## config.mk

```make
export PLATFORM = sky130hd
export DESIGN_NAME = gol24_fill
export DESIGN_NICKNAME = d
export VERILOG_FILES = /design/src/rtl/gol24_pkg.sv /design/src/rtl/gol24_fill.sv
export SDC_FILE = /design/constraint.sdc
export NUM_CORES = 1
export LEC_CHECK = 0
export BUFFER_PORTS_ARGS = -buffer_cell sky130_fd_sc_hd__buf_2
export CAP_MARGIN = 20
export CORE_MARGIN = 2
export CORE_UTILIZATION = 40
export DETAILED_ROUTE_END_ITERATION = 10
export GPL_ROUTABILITY_DRIVEN = 0
export PLACE_DENSITY = 0.54
export SYNTH_ARGS = -nofsm -noshare
export SYNTH_HDL_FRONTEND = slang
export SYNTH_SLANG_ARGS = --single-unit
```

## constraint.sdc

```tcl
create_clock -name clk -period 9.3 [get_ports clk]
set_clock_uncertainty 0.1 [all_clocks]
set_input_delay 1.86 -clock clk [delete_from_list [all_inputs] [get_ports clk]]
set_output_delay 1.86 -clock clk [all_outputs]
set_load 0.005 [all_outputs]
```

## src/rtl/gol24_pkg.sv

```systemverilog
// Shared types, constants and syndrome helpers for the extended Golay (24,12) decoder.
package gol24_pkg;

    localparam int HALF_W   = 12;
    localparam int CW_W     = 24;
    localparam int CNT_W    = 3;
    localparam int POS_W    = 5;
    localparam int TBL_DEPTH = 1 << HALF_W;

    localparam logic [HALF_W-1:0] HALF_MASK    = 12'hfff;
    localparam logic [CNT_W-1:0]  UNCORR_COUNT = 3'd4;
    localparam logic [CNT_W-1:0]  COUNT_ZERO   = 3'd0;
    localparam logic [CNT_W-1:0]  COUNT_ONE    = 3'd1;
    localparam logic [CNT_W-1:0]  COUNT_TWO    = 3'd2;
    localparam logic [CNT_W-1:0]  COUNT_THREE  = 3'd3;

    // Bit positions of the 24-bit word; positions below HALF_POS are parity bits
    localparam logic [POS_W-1:0] HALF_POS = 5'd12;
    localparam logic [POS_W-1:0] LAST_POS = 5'd23;

    // Parity matrix rows; row i belongs to parity bit (11 - i)
    localparam logic [HALF_W-1:0] ROWS [HALF_W] = '{
        12'ha4f, 12'hf68, 12'h7b4, 12'h3da,
        12'h1ed, 12'hab9, 12'hf13, 12'hdc6,
        12'h6e3, 12'h93e, 12'h49f, 12'hc75
    };

    // One table entry: correction for the data half and the error weight
    typedef struct packed {
        logic [HALF_W-1:0] corr;
        logic [CNT_W-1:0]  count;
    } gol24_entry_t;

    // Write port of the syndrome table
    typedef struct packed {
        logic              en;
        logic [HALF_W-1:0] addr;
        gol24_entry_t      entry;
    } gol24_wr_t;

    // Syndrome of a single error at bit position pos
    function automatic logic [HALF_W-1:0] unit_syn(input logic [POS_W-1:0] pos);
        logic [HALF_W-1:0] s;
        if (pos < HALF_POS)
            s = ROWS[4'(LAST_POS - HALF_POS - pos)];
        else
            s = HALF_W'(1) << (pos - HALF_POS);
        return s;
    endfunction

    // Data-half bits flipped by a single error at bit position pos
    function automatic logic [HALF_W-1:0] unit_upper(input logic [POS_W-1:0] pos);
        logic [HALF_W-1:0] u;
        if (pos < HALF_POS)
            u = '0;
        else
            u = HALF_W'(1) << (pos - HALF_POS);
        return u;
    endfunction

    // Parity half run through the matrix: XOR of rows for the set parity bits
    function automatic logic [HALF_W-1:0] parity_syn(input logic [HALF_W-1:0] parity);
        logic [HALF_W-1:0] s;
        s = '0;
        for (int i = 0; i < HALF_W; i++)
        begin
            if (parity[HALF_W-1-i])
                s = s ^ ROWS[i];
        end
        return s;
    endfunction

endpackage

```

## src/rtl/gol24_fill.sv

```systemverilog
// Post-reset sequencer that builds the syndrome table: a clear sweep, then one
// write per error pattern of weight one to three.
module gol24_fill (
    input  logic                clk,
    input  logic                rst_n,
    output gol24_pkg::gol24_wr_t wr,
    output logic                done
);
    import gol24_pkg::*;

    typedef enum logic [4:0] {
        ST_CLEAR = 5'b00001,
        ST_FILL1 = 5'b00010,
        ST_FILL2 = 5'b00100,
        ST_FILL3 = 5'b01000,
        ST_RUN   = 5'b10000
    } fill_state_t;

    fill_state_t       state_reg, state_next;
    logic [HALF_W-1:0] addr_reg, addr_next;
    logic [POS_W-1:0]  i_reg, i_next;
    logic [POS_W-1:0]  j_reg, j_next;
    logic [POS_W-1:0]  k_reg, k_next;

    logic [HALF_W-1:0] syn_i, syn_j, syn_k;
    logic [HALF_W-1:0] up_i, up_j, up_k;

    // Per-position syndrome and data-half terms
    assign syn_i = unit_syn(i_reg);
    assign syn_j = unit_syn(j_reg);
    assign syn_k = unit_syn(k_reg);
    assign up_i  = unit_upper(i_reg);
    assign up_j  = unit_upper(j_reg);
    assign up_k  = unit_upper(k_reg);

    // Pattern enumeration, i < j < k
    always_comb
    begin
        state_next = state_reg;
        addr_next  = addr_reg;
        i_next     = i_reg;
        j_next     = j_reg;
        k_next     = k_reg;
        wr.en      = 1'b1;
        wr.addr    = addr_reg;
        wr.entry   = '{corr: HALF_MASK, count: UNCORR_COUNT};
        unique case (state_reg)
            ST_CLEAR:
            begin
                // syndrome zero holds the no-error entry
                if (addr_reg == '0)
                    wr.entry = '{corr: '0, count: COUNT_ZERO};
                addr_next = addr_reg + 1'b1;
                if (addr_reg == HALF_MASK)
                begin
                    state_next = ST_FILL1;
                    i_next     = '0;
                end
            end
            ST_FILL1:
            begin
                wr.addr  = syn_i;
                wr.entry = '{corr: up_i, count: COUNT_ONE};
                if (i_reg == LAST_POS)
                begin
                    state_next = ST_FILL2;
                    i_next     = 5'd0;
                    j_next     = 5'd1;
                end
                else
                    i_next = i_reg + 1'b1;
            end
            ST_FILL2:
            begin
                wr.addr  = syn_i ^ syn_j;
                wr.entry = '{corr: up_i ^ up_j, count: COUNT_TWO};
                if (j_reg == LAST_POS)
                begin
                    if (i_reg == LAST_POS - 5'd1)
                    begin
                        state_next = ST_FILL3;
                        i_next     = 5'd0;
                        j_next     = 5'd1;
                        k_next     = 5'd2;
                    end
                    else
                    begin
                        i_next = i_reg + 5'd1;
                        j_next = i_reg + 5'd2;
                    end
                end
                else
                    j_next = j_reg + 1'b1;
            end
            ST_FILL3:
            begin
                wr.addr  = syn_i ^ syn_j ^ syn_k;
                wr.entry = '{corr: up_i ^ up_j ^ up_k, count: COUNT_THREE};
                if (k_reg == LAST_POS)
                begin
                    if (j_reg == LAST_POS - 5'd1)
                    begin
                        if (i_reg == LAST_POS - 5'd2)
                            state_next = ST_RUN;
                        else
                        begin
                            i_next = i_reg + 5'd1;
                            j_next = i_reg + 5'd2;
                            k_next = i_reg + 5'd3;
                        end
                    end
                    else
                    begin
                        j_next = j_reg + 5'd1;
                        k_next = j_reg + 5'd2;
                    end
                end
                else
                    k_next = k_reg + 1'b1;
            end
            ST_RUN:
            begin
                wr.en = 1'b0;
            end
            default:
            begin
                wr.en      = 1'b0;
                state_next = ST_CLEAR;
            end
        endcase
    end

    assign done = (state_reg == ST_RUN);

    // Sequencer registers
    always_ff @(posedge clk or negedge rst_n)
    begin
        if (!rst_n)
        begin
            state_reg <= ST_CLEAR;
            addr_reg  <= '0;
            i_reg     <= '0;
            j_reg     <= '0;
            k_reg     <= '0;
        end
        else
        begin
            state_reg <= state_next;
            addr_reg  <= addr_next;
            i_reg     <= i_next;
            j_reg     <= j_next;
            k_reg     <= k_next;
        end
    end

endmodule

```

=== Word level (Yosys, flattened, before mapping) ===
Memory sizes are Yosys's and may differ from the RTL's.
Index checks and enable logic that the tools add are counted.

* Logic and storage cells: 114
* Flip-flop bits (word level): 32
* Output and inout bits: 29
* ROM bits: 576
* Bits in latches: 0
* Memory bits (writable): 0
* Memories kept: 3

* Add/subtract/negate cells: 13
* Multiplexer cells: 45
* Order comparisons: 6
* Bitwise gates (word level): 8
* Divide/modulo/power cells: 0
* Equality and inequality tests: 22
* Reductions and logical operators: 9
* Shift operators: 3
* Multiply operators: 0

{| class="wikitable"
|+ Memories
! name !! words !! width !! rd ports !! clocked after Yosys merged registers in !! wr ports !! line !! text
|-
| (no name shown) || 16 || 12 || 1 || 0 || 0 || gol24_pkg.sv:45 || <nowiki>s = ROWS[4'(LAST_POS - HALF_POS - pos)];</nowiki>
|-
| (no name shown) || 16 || 12 || 1 || 0 || 0 || gol24_pkg.sv:45 ||
|-
| (no name shown) || 16 || 12 || 1 || 0 || 0 || gol24_pkg.sv:45 ||
|}

{| class="wikitable"
|+ Operators by type and width
! cell !! number
|-
| 12-bit two-way mux || 12
|-
| 5-bit two-way mux || 25
|-
| 15-bit case mux with 4 select lines || 1
|-
| 12-bit bitwise XOR || 4
|-
| 12-bit case mux with 3 select lines || 1
|-
| 1-bit by 5-bit left shift with 12-bit output, first input constant || 3
|-
| 5-bit == test, second input constant || 7
|-
| 5-bit case mux with 5 select lines || 1
|-
| 5-bit case mux with 4 select lines || 1
|-
| 2-bit inequality test, second input constant || 8
|-
| 5-bit by 1-bit adder with 5-bit output, second input constant || 3
|-
| 5-bit by 2-bit adder with 5-bit output, second input constant || 3
|-
| 5-bit greater-or-equal comparator, second input constant || 3
|-
| 5-bit by 4-bit < comparator with 1-bit output, second input constant || 3
|-
| 15-bit two-way mux || 1
|-
| 4-bit inverter with 5-bit output || 3
|-
| 5-bit case mux with 3 select lines || 1
|-
| 5-bit by 4-bit subtractor with 5-bit output, second input constant || 3
|-
| 12-bit by 1-bit adder with 12-bit output, second input constant || 1
|-
| 12-bit == test, second input constant || 1
|-
| 12-bit zero test || 1
|-
| 4-bit subtractor, first input constant || 3
|-
| 5-bit case mux with 2 select lines || 1
|-
| 4-bit AND reduction || 2
|-
| other kinds (14) || 14
|}

=== Logic depth before layout (Yosys ltp) ===
Gate-level depths: netlist (run 1).

* Depth in word-level cells: 9
* Gate-level depth with buffers: 11

=== Worst setup path before layout (run 1) ===
OpenSTA, ideal clock, no wires.

* Path kind: register to output
* Start: register i_reg[3]
* End: output port wr[23] (netlist bit)
* Cell stages (with the launch flop): 11
* Setup slack: 4.899 ns
* Required time: 7.340 ns
* Path buffers: 3
* Arrival time: 2.441 ns
* Cells stage by stage: dfrtp_1 > clkbuf_1 > inv_1 > ha_1 > buf_1 > clkbuf_1 > o21ai_0 > a22oi_1 > xor2_1 > xnor2_1 > o21ai_0

{| class="wikitable"
|+ RTL lines
! element !! line !! text
|-
| from (decl) || gol24_fill.sv:21 || <nowiki>logic [POS_W-1:0] i_reg, i_next;</nowiki>
|-
| from (signal assigned) || gol24_fill.sv:150 || <nowiki>i_reg <= i_next;</nowiki>
|-
| to (decl) || gol24_fill.sv:6 || <nowiki>output gol24_pkg::gol24_wr_t wr,</nowiki>
|}

==> results of run 1 <==
-- critical path, delay by kind of cell (launching register included) --
kind / cells / cell delay (ns)
AOI/OAI and AO/OA: 3 / 1.36
adders and majority gates: 1 / 0.88
DFF: 1 / 0.68
buffers and inverters: 1 / 0.22
xor gates and xnor gates: 1 / 0.21
and+or+nand+nor: 2 / 0.16
-- synth_stat cells (all sizes together) (3+ instances only) --
library cell  count
o221ai           11
o2bb2ai           4
a31oi             7
buf              10
a21o              6
or2               5
o22ai             6
and3              8
nor3b             5
nor2b            11
or3               3
o21ai            51
a211oi           11
ha               37
a21oi            44
mux2              6
clkbuf           32
a22o              5
xnor2            32
nand2            85
dfrtp            31
o311ai            3
a32oi             3
nor4              4
o32a              4
o211ai            6
nand3b            7
nor2             33
mux2i             8
a221oi            3
a22oi             8
and2              9
xor2             30
nor3             12
nand2b           13
nand3            22
nand4             4
o31ai            12
inv              25
-- final timing paths --
check | from | slack [ns] | to
hold / removal | addr_reg[11]$_DFFE_PN0P_ | 0.44 | addr_reg[11]$_DFFE_PN0P_
setup reg to reg | j_reg[0]$_DFFE_PN0P_ | 5.92 | k_reg[1]$_DFFE_PN0P_
setup / recovery | i_reg[2]$_DFFE_PN0P_ | 3.54 | wr[18]
max in group asynchronous | rst_n | 7.08 | j_reg[1]$_DFFE_PN0P_
hold reg to reg | addr_reg[11]$_DFFE_PN0P_ | 0.44 | addr_reg[11]$_DFFE_PN0P_
min in group asynchronous | rst_n | 1.55 | state_reg[3]$_DFFE_PN0P_
-- through the flow --
step / area [sq um] / worst slack, ns / util, % / hold WS, ns
after CTS: 5060 / 3.55 / 44.3 / 0.443
after global routing: 5070 / 3.36 / 44.4 / 0.472
after floorplan: 4700 / 4.90 / - / 0.384
after global placement: 4880 / 3.99 / 42.7 / 0.426
final: 5070 / 3.54 / 44.4 / 0.444
after detailed placement: 4880 / 3.88 / 42.7 / 0.436
-- per-layer routing --
metal	vias up	wire (um)
met5	-	0
met4	0	768
met3	41	758
met2	171	6710
met1	2242	7040
li1	2283	-
-- cell type report --
class | instances | area, sq um | area share (%)
sequential | 32 | 802 | 15.8
clock buffer | 7 | 153 | 3.01
multi-input combinational | 537 | 3630 | 71.5
inverter | 25 | 93.8 | 1.85
clock inverter | 1 | 30.0 | 0.592
timing repair buffer | 34 | 188 | 3.70
tap | 143 | 179 | 3.53
-- kinds of logic after synthesis --
logic type,Yosys count,synth area share (%)
adder cells (fa/ha/maj),37,9.86
multiplexers,14,3.41
AND/OR/NAND/NOR,227,24.5
XOR/XNOR,62,11.6
AO/OA/AOI/OAI,197,27.9
buffers and inverters,67,5.65
flip-flops,32,17.1
-- where the power goes --
group | total (mW) | switching (mW) | internal (mW)
Clock | 0.202 | 0.0609 | 0.141
Combinational | 0.00288 | 0.00273 | 0.000151
Sequential | 0.139 | 0 | 0.139
==> flow_metrics.py, run 1 <==
metrics = {
    "status": {
        "outcome": "finished, final reports clean",
    },
    "cts": {
        "insertion_delay_ns": 0.28,
        "clk_pin_slew_worst_paths_ns": 0.06,
        "clock_path_buffers": 2,
        "ctsHoldBuffers": 0,
        "cts_sinks": 32,
        "clock-root-buffer": "clkbuf_16",
        "cts_buffers": 5,
        "cts_tree": "done",
        "htreeDepth": 2,
        "post_cts_buffers": 0,
        "cts-resized-gates": 0,
    },
    "worst_setup_path": {
        "cp.arrival_ns": 3.80,
        "critPathRequiredTime_ns": 7.34,
        "rr_worst_depth": 9,
        "slowest_delay_ns": 0.88,
        "path_cells": "ha_1 > nand2_1 > a21oi_1 > a22oi_1 > xnor2_1 > nor3_1 > a2111oi_0 > buf_2",
        "cp_max_fo": 26,
        "crit_type": "reg2out",
        "endpoint_kind": "output pin",
        "critPathLaunchType": "flip-flop",
        "cp_slowest_cell": "ha_1",
    },
    "cells_and_area": {
        "layout.nets": 674,
        "final_common_cell": "nand2_1",
        "final_cell_mix": "85 x nand2_1, 51 x o21ai_0, 44 x a21oi_1",
        "largest_reg_flops": 12,
        "drive_above_1_share_pct": 10.1,
        "synthToLayoutAreaGrowth_pct": 8.04,
        "stdcell_count": 779,
        "fillers": 1194,
        "n_antenna_cell": 0,
    },
    "timing": {
        "period_minus_slack_ns": 5.76,
        "finalMaxSlewViolations": 0,
        "worst_pin_slew_ns": 1.02,
        "relSlewSlack_pct": 31.9,
        "finalCritPeriodShare_pct": 62.0,
        "fin_setup_tns_ns": 0,
        "rsz0062_at_grt": "false",
        "hold_viol": 0,
        "max_clock_freq_mhz": 174,
        "finalSetupViolations": 0,
    },
    "worst_hold_path": {
        "whs_path_depth": 1,
        "hp-class": "reg2reg",
    },
    "floorplan": {
        "core_sq_um": 11400,
        "die_area_sq_um": 12600,
        "rows": 39,
        "start_util_pct": 41.1,
        "fp.dieW_um": 112,
        "dieHeight_um": 112,
        "ios": 31,
    },
    "yosys": {
        "syn_nets": 675,
        "synth.area.top_cells": "dfrtp_1 17%, ha_1 9.9%, nand2_1 6.8%, xnor2_1 6.0%, xor2_1 5.6%",
        "synth_area_per_cell_sq_um": 7.39,
        "synth_edf_count": 0,
        "yosysWarnings": 0,
        "async_flop_share_pct": 100,
        "yosys_most_used_dff": "dfrtp_1",
        "yosysSeqAreaShare_pct": 17.1,
        "synth.distinct_cells": 64,
        "synth_cells": 636,
        "yosysTopAreaCellShare_pct": 16.5,
        "ys_seq_elements": 32,
        "synth_area_sq_um": 4700,
        "synth_area_leader_cell": "dfrtp_1",
    },
    "pwr": {
        "p_leak_nw": 2.03,
        "irDropWorstVdd_mv": 0.0803,
        "p_total_mw": 0.344,
        "p_per_area_nw_per_um2": 67.8,
    },
    "detailed_routing": {
        "wirelength_um": 15300,
        "drtAntennaViolNets": 0,
        "post-route-drc-count": 0,
        "num_vias": 4737,
        "routedWlPerCell_um": 19.6,
        "drt_first_pass_iters": 5,
        "drt_iter0_markers": 422,
        "avgViaCountPerCell": 6.08,
    },
    "grt": {
        "grt_util_met1_pct": 34.0,
        "grt_pass1_vias": 4368,
        "antenna_found_initial": 0,
        "grt_use_met3_pct": 2.43,
        "grt_pass1_wl_um": 24100,
        "use_met2_pct": 36.4,
        "grt_overflow": 0,
        "grt_usage_pct": 24.1,
        "grt.busiest_layer": "met2",
        "grt_max_degree": 33,
    },
    "run": {
        "max_cap_viol_count": 0,
    },
    "placement": {
        "dpl.hpwl_um": 11800,
        "io_buffer_count": 30,
        "place_inst": 770,
    },
}
No activity file was read; power rests on OpenSTA's default activity.
==> inputs of run 2 (changes only) <==
--- a/config.mk
+++ b/config.mk
@@ -11,7 +11,7 @@
 export CORE_UTILIZATION = 40
 export DETAILED_ROUTE_END_ITERATION = 10
 export GPL_ROUTABILITY_DRIVEN = 0
-export PLACE_DENSITY = 0.54
+export PLACE_DENSITY = 0.56
 export SYNTH_ARGS = -nofsm -noshare
 export SYNTH_HDL_FRONTEND = slang
 export SYNTH_SLANG_ARGS = --single-unit
==> constraint.sdc (replaced) <==
create_clock -name clk -period 5 [get_ports clk]
set_clock_uncertainty 0.1 [all_clocks]
set_input_delay 1 -clock clk [delete_from_list [all_inputs] [get_ports clk]]
set_output_delay 1 -clock clk [all_outputs]
set_load 0.005 [all_outputs]
==> run 2 against run 1 <==
Die area is the same. Global-route usage grew 0.90 points. Core utilization grew 0.20 points. Routed wire length grew 3.9%. Final cell count grew 0.51%. Sequential share of layout area shrank 0.070 points. Non-clock buffer count grew 4. Sequential power grew 86%. Sequential cell count is the same. Worst setup slack lost 3.2 ns. First-iteration DRC count grew 15%. Via count grew 2.0%.
==> flow_metrics.py, run 2 (same netlist as run 1, synthesis figures left out) <==
metrics = {
    "status": {
        "outcome": "finished, final reports clean",
    },
    "floorplan": {
        "core_sq_um": 11400,
        "dieHeight_um": 112,
        "start_util_pct": 41.1,
        "die_area_sq_um": 12600,
        "ios": 31,
        "rows": 39,
        "fp.dieW_um": 112,
    },
    "pwr": {
        "seq_power_share_pct": 40.6,
        "sw_frac_of_total_pct": 18.3,
        "clockPowerShare_pct": 58.5,
        "p_per_area_nw_per_um2": 125,
        "switchingPower_mw": 0.117,
        "intPower_mw": 0.522,
        "p_total_mw": 0.638,
        "pwr-share-comb_pct": 0.9,
        "irDropWorstVdd_mv": 0.137,
        "p_leak_nw": 2.05,
    },
    "cells_and_area": {
        "final_cell_mix": "85 x nand2_1, 51 x o21ai_0, 44 x a21oi_1",
        "design_area_sq_um": 5100,
        "layout.nets": 678,
        "final_common_cell": "nand2_1",
        "largest_reg_flops": 12,
        "n_antenna_cell": 0,
        "drive_above_1_share_pct": 10.6,
        "fillers": 1201,
        "stdcell_count": 783,
        "synthToLayoutAreaGrowth_pct": 8.52,
    },
    "timing": {
        "fin_setup_tns_ns": 0,
        "timing.hold.ws_ns": 0.435,
        "finalMaxSlewViolations": 0,
        "hold_viol": 0,
        "worst_pin_slew_ns": 0.976,
        "max_clock_freq_mhz": 213,
        "relSlewSlack_pct": 34.9,
        "period_minus_slack_ns": 4.69,
        "finalCritPeriodShare_pct": 93.8,
        "finalSetupViolations": 0,
        "rsz0062_at_grt": "false",
    },
    "grt": {
        "grt_max_degree": 33,
        "grt_util_met1_pct": 34.7,
        "grt_overflow": 0,
        "grt_pass1_vias": 4488,
        "grt_use_met3_pct": 3.40,
        "antenna_found_initial": 0,
        "grt_usage_pct": 25.0,
        "grt.busiest_layer": "met2",
        "grt_pass1_wl_um": 25000,
        "use_met2_pct": 41.8,
    },
    "detailed_routing": {
        "drt_first_pass_iters": 5,
        "wirelength_um": 15900,
        "drtAntennaViolNets": 0,
        "routedWlPerCell_um": 20.3,
        "num_vias": 4834,
        "post-route-drc-count": 0,
        "avgViaCountPerCell": 6.17,
        "drt_iter0_markers": 487,
    },
    "placement": {
        "dpl.hpwl_um": 12300,
        "io_buffer_count": 30,
        "place_inst": 775,
        "dpl_cell_area_sq_um": 4910,
    },
    "cts": {
        "cts-resized-gates": 0,
        "ctsHoldBuffers": 0,
        "clk_pin_slew_worst_paths_ns": 0.05,
        "clock_path_buffers": 2,
        "post_cts_buffers": 0,
        "cts_tree": "done",
        "clock-root-buffer": "clkbuf_16",
        "cts_buffers": 5,
        "cts_sinks": 32,
        "htreeDepth": 2,
        "insertion_delay_ns": 0.28,
    },
    "worst_setup_path": {
        "slowest_delay_ns": 0.95,
        "critPathLaunchType": "flip-flop",
        "critPathRequiredTime_ns": 3.90,
        "crit_type": "reg2out",
        "rr_worst_depth": 8,
        "cp_common_cell": "a21oi_1",
        "endpoint_kind": "output pin",
        "cp.arrival_ns": 3.59,
        "cp_max_fo": 32,
        "path_cells": "ha_1 > nand2_1 > nor3_1 > a21oi_1 > a21oi_1 > a21oi_1 > a2111oi_0 > buf_2",
        "rrSetupSlack_ns": 1.78,
        "cp_slowest_cell": "ha_1",
    },
    "run": {
        "max_cap_viol_count": 0,
    },
    "worst_hold_path": {
        "hp-class": "reg2reg",
        "whs_path_depth": 1,
    },
}
## run 2: critical path: cells and delay by family (launching register included)
kind | cells | cell delay (ns)
compound gates | 4 | 1.12
fa+ha+maj | 1 | 0.95
buf+inv | 1 | 0.24
flops | 1 | 0.60
simple gates | 2 | 0.39
## run 2: per-stage QoR
stage	util, %	worst slack [ns]
after global routing	44.6	0.0321
after global placement	43.0	0.659
final	44.6	0.310
after CTS	44.6	0.344
after detailed placement	43.0	0.658
after floorplan	-	1.46
## run 2: path summary, 6_finish.rpt
check | from | to
min in group asynchronous | rst_n | addr_reg[0]$_DFFE_PN0P_
max | k_reg[2]$_DFFE_PN0P_ | wr[18]
min | addr_reg[11]$_DFFE_PN0P_ | addr_reg[11]$_DFFE_PN0P_
min reg2reg | addr_reg[11]$_DFFE_PN0P_ | addr_reg[11]$_DFFE_PN0P_
max reg2reg | k_reg[2]$_DFFE_PN0P_ | k_reg[1]$_DFFE_PN0P_
max in group asynchronous | rst_n | k_reg[4]$_DFFE_PN0P_
## run 2: routing by layer
metal  wire [um]  part of all wire [%]
met5           0                     0
met4         218                   1.4
met3        1080                   6.8
met2        7530                    47
met1        7050                    44
## run 2: cell type report
| type | instances | area, sq um | area share, % |
|---|---|---|---|
| Timing Repair Buffer | 38 | 210 | 4.12 |
| Clock buffer | 7 | 153 | 2.99 |
| Tap cell | 143 | 179 | 3.51 |
| Sequential cell | 32 | 802 | 15.7 |
| Clock inverter | 1 | 30.0 | 0.589 |
| Multi-Input combinational cell | 537 | 3630 | 71.2 |
| Inverter | 25 | 93.8 | 1.84 |
## run 2: power by group through the flow
stage | clock network, mW | registers (mW) | logic, mW
floorplan | 0 | 0.264 | 0.00000145
global placement | 0 | 0.264 | 0.00571
detailed placement | 0 | 0.264 | 0.00588
CTS | 0.379 | 0.259 | 0.00588
global route | 0.392 | 0.259 | 0.00640
finish | 0.374 | 0.259 | 0.00544
==> inputs of run 3 (changes only) <==
--- a/config.mk
+++ b/config.mk
@@ -11,7 +11,7 @@
 export CORE_UTILIZATION = 40
 export DETAILED_ROUTE_END_ITERATION = 10
 export GPL_ROUTABILITY_DRIVEN = 0
-export PLACE_DENSITY = 0.56
+export PLACE_DENSITY = 0.54
 export SYNTH_ARGS = -nofsm -noshare
 export SYNTH_HDL_FRONTEND = slang
 export SYNTH_SLANG_ARGS = --single-unit
==> constraint.sdc (replaced) <==
create_clock -name clk -period 5.5 [get_ports clk]
set_clock_uncertainty 0.1 [all_clocks]
set_input_delay 1.1 -clock clk [delete_from_list [all_inputs] [get_ports clk]]
set_output_delay 1.1 -clock clk [all_outputs]
set_load 0.005 [all_outputs]
==> run 3 against run 2 <==
Largest cell class unchanged. Register-to-register slack better by 0.30 ns. Core utilization down 0.20 points. Worst setup slack better by 0.38 ns. Sequential share of layout area up 0.070 points. Largest power group unchanged. Highest routed layer unchanged. Via count down 2.0%. Non-clock buffer count down 2. Count of clock-buffer cells in the layout down 2. Die area unchanged. Critical endpoint unchanged. Clock power down 15%. Hold slack worse by 0.0032 ns.
==> flow_metrics.py, run 3 (same netlist as run 1, synthesis figures left out) <==
metrics = {
    "detailed_routing": {
        "wirelength_um": 15500,
        "drt_iter0_markers": 443,
        "post-route-drc-count": 0,
        "avgViaCountPerCell": 6.07,
        "drt_first_pass_iters": 6,
        "routedWlPerCell_um": 19.8,
        "drtAntennaViolNets": 0,
        "num_vias": 4739,
    },
    "worst_setup_path": {
        "rr_worst_depth": 8,
        "crit_start": "i_reg[3]$_DFFE_PN0P_",
        "crit_family": "compound AO/OA/AOI/OAI gates",
        "cp.depth": 9,
        "path_buf_inv": 2,
        "endpoint_kind": "output pin",
        "critPathLaunchType": "flip-flop",
        "path_cells": "inv_1 > ha_1 > nand2_1 > a21oi_1 > a22oi_1 > xnor2_1 > nor3_1 > a2111oi_0 > buf_2",
        "crit_type": "reg2out",
        "cp_slowest_cell": "ha_1",
        "rrSetupSlack_ns": 2.08,
        "cp.arrival_ns": 3.61,
        "slowest_delay_ns": 0.77,
        "cp-endpoint": "wr[18]",
        "r2r_end": "i_reg[4]$_DFFE_PN0P_",
        "critPathRequiredTime_ns": 4.30,
        "cp_max_fo": 24,
        "regToRegStartpoint": "j_reg[0]$_DFFE_PN0P_",
    },
    "timing": {
        "finalCritPeriodShare_pct": 87.4,
        "max_clock_freq_mhz": 208,
        "worst_pin_slew_ns": 0.955,
        "timing.hold.ws_ns": 0.432,
        "fin_setup_tns_ns": 0,
        "finalMaxSlewViolations": 0,
        "hold_viol": 0,
        "relSlewSlack_pct": 36.4,
        "period_minus_slack_ns": 4.81,
        "finalSetupViolations": 0,
        "rsz0062_at_grt": "false",
    },
    "cts": {
        "post_cts_buffers": 0,
        "clock_path_buffers": 2,
        "clk_pin_slew_worst_paths_ns": 0.05,
        "cts_sinks": 32,
        "clock-root-buffer": "clkbuf_16",
        "ctsHoldBuffers": 0,
        "cts_tree": "done",
        "cts_buffers": 5,
        "insertion_delay_ns": 0.28,
        "htreeDepth": 2,
        "cts-resized-gates": 0,
    },
    "grt": {
        "grt_pass1_vias": 4426,
        "antenna_found_initial": 0,
        "grt_pass1_wl_um": 24500,
        "grt_overflow": 0,
        "grt_max_degree": 33,
        "grt_usage_pct": 24.3,
    },
    "cells_and_area": {
        "synthToLayoutAreaGrowth_pct": 8.04,
        "seqCellArea_sq_um": 802,
        "multiInputGateArea_sq_um": 3630,
        "final_common_cell": "nand2_1",
        "n_antenna_cell": 0,
        "final_cell_mix": "85 x nand2_1, 51 x o21ai_0, 44 x a21oi_1",
        "drive_above_1_share_pct": 10.3,
        "fillers": 1194,
        "layout.nets": 676,
        "largest_reg_flops": 12,
    },
    "pwr": {
        "p_per_area_nw_per_um2": 110,
        "irDropWorstVdd_mv": 0.125,
        "p_leak_nw": 2.04,
    },
    "floorplan": {
        "dieHeight_um": 112,
        "die_area_sq_um": 12600,
        "core_sq_um": 11400,
        "rows": 39,
        "ios": 31,
        "start_util_pct": 41.1,
        "fp.dieW_um": 112,
    },
    "placement": {
        "io_buffer_count": 30,
        "dpl.hpwl_um": 11900,
    },
    "status": {
        "outcome": "finished, final reports clean",
    },
    "worst_hold_path": {
        "hp-class": "reg2reg",
    },
    "run": {
        "max_cap_viol_count": 0,
    },
}
## run 3: routing by layer
metal  track usage, %  part of all wire, %  up-vias
met3             2.54                  4.6       27
met5                0                    0        -
met4             8.37                  2.9        0
li1                 -                    -     2293
met1             34.1                   47     2261
met2             39.0                   46      158
## run 3: metrics by stage
stage	setup WS, ns	power, mW	utilization [%]	cells	area [sq um]
after floorplan	1.86	0.240	-	636	4700
after global placement	1.15	0.245	42.8	772	4890
after detailed placement	1.02	0.245	42.8	772	4890
after CTS	0.709	0.566	44.3	780	5060
after global routing	0.432	0.576	44.4	781	5070
final	0.692	0.558	44.4	781	5070
## run 3: power breakdown
group	internal [mW]	total [mW]	switching, mW
clock network	0.212	0.318	0.105
logic	0.000256	0.00489	0.00463
registers	0.236	0.236	0
## run 3: how the worst min path moves through the flow
stage,slack [ns],cells past startpoint,endpoint,start
3_3_place_gp,0.42,1,addr_reg[11]$_DFFE_PN0P_,addr_reg[11]$_DFFE_PN0P_
3_5_place_dp,0.42,1,addr_reg[11]$_DFFE_PN0P_,addr_reg[11]$_DFFE_PN0P_
4_1_cts,0.43,1,addr_reg[11]$_DFFE_PN0P_,addr_reg[11]$_DFFE_PN0P_
6_report,0.43,1,addr_reg[11]$_DFFE_PN0P_,addr_reg[11]$_DFFE_PN0P_
2_1_floorplan,0.38,1,addr_reg[11]$_DFFE_PN0P_,addr_reg[11]$_DFFE_PN0P_
5_1_grt,0.47,1,addr_reg[11]$_DFFE_PN0P_,addr_reg[11]$_DFFE_PN0P_
## run 3: layout make-up
type,count,share of cell area (%)
clock buffers,5,2.47
clock inverters,3,0.838
inverters,25,1.85
multi-input cells,537,71.5
flip-flops and latches,32,15.8
well taps,143,3.53
repair buffers,36,3.99
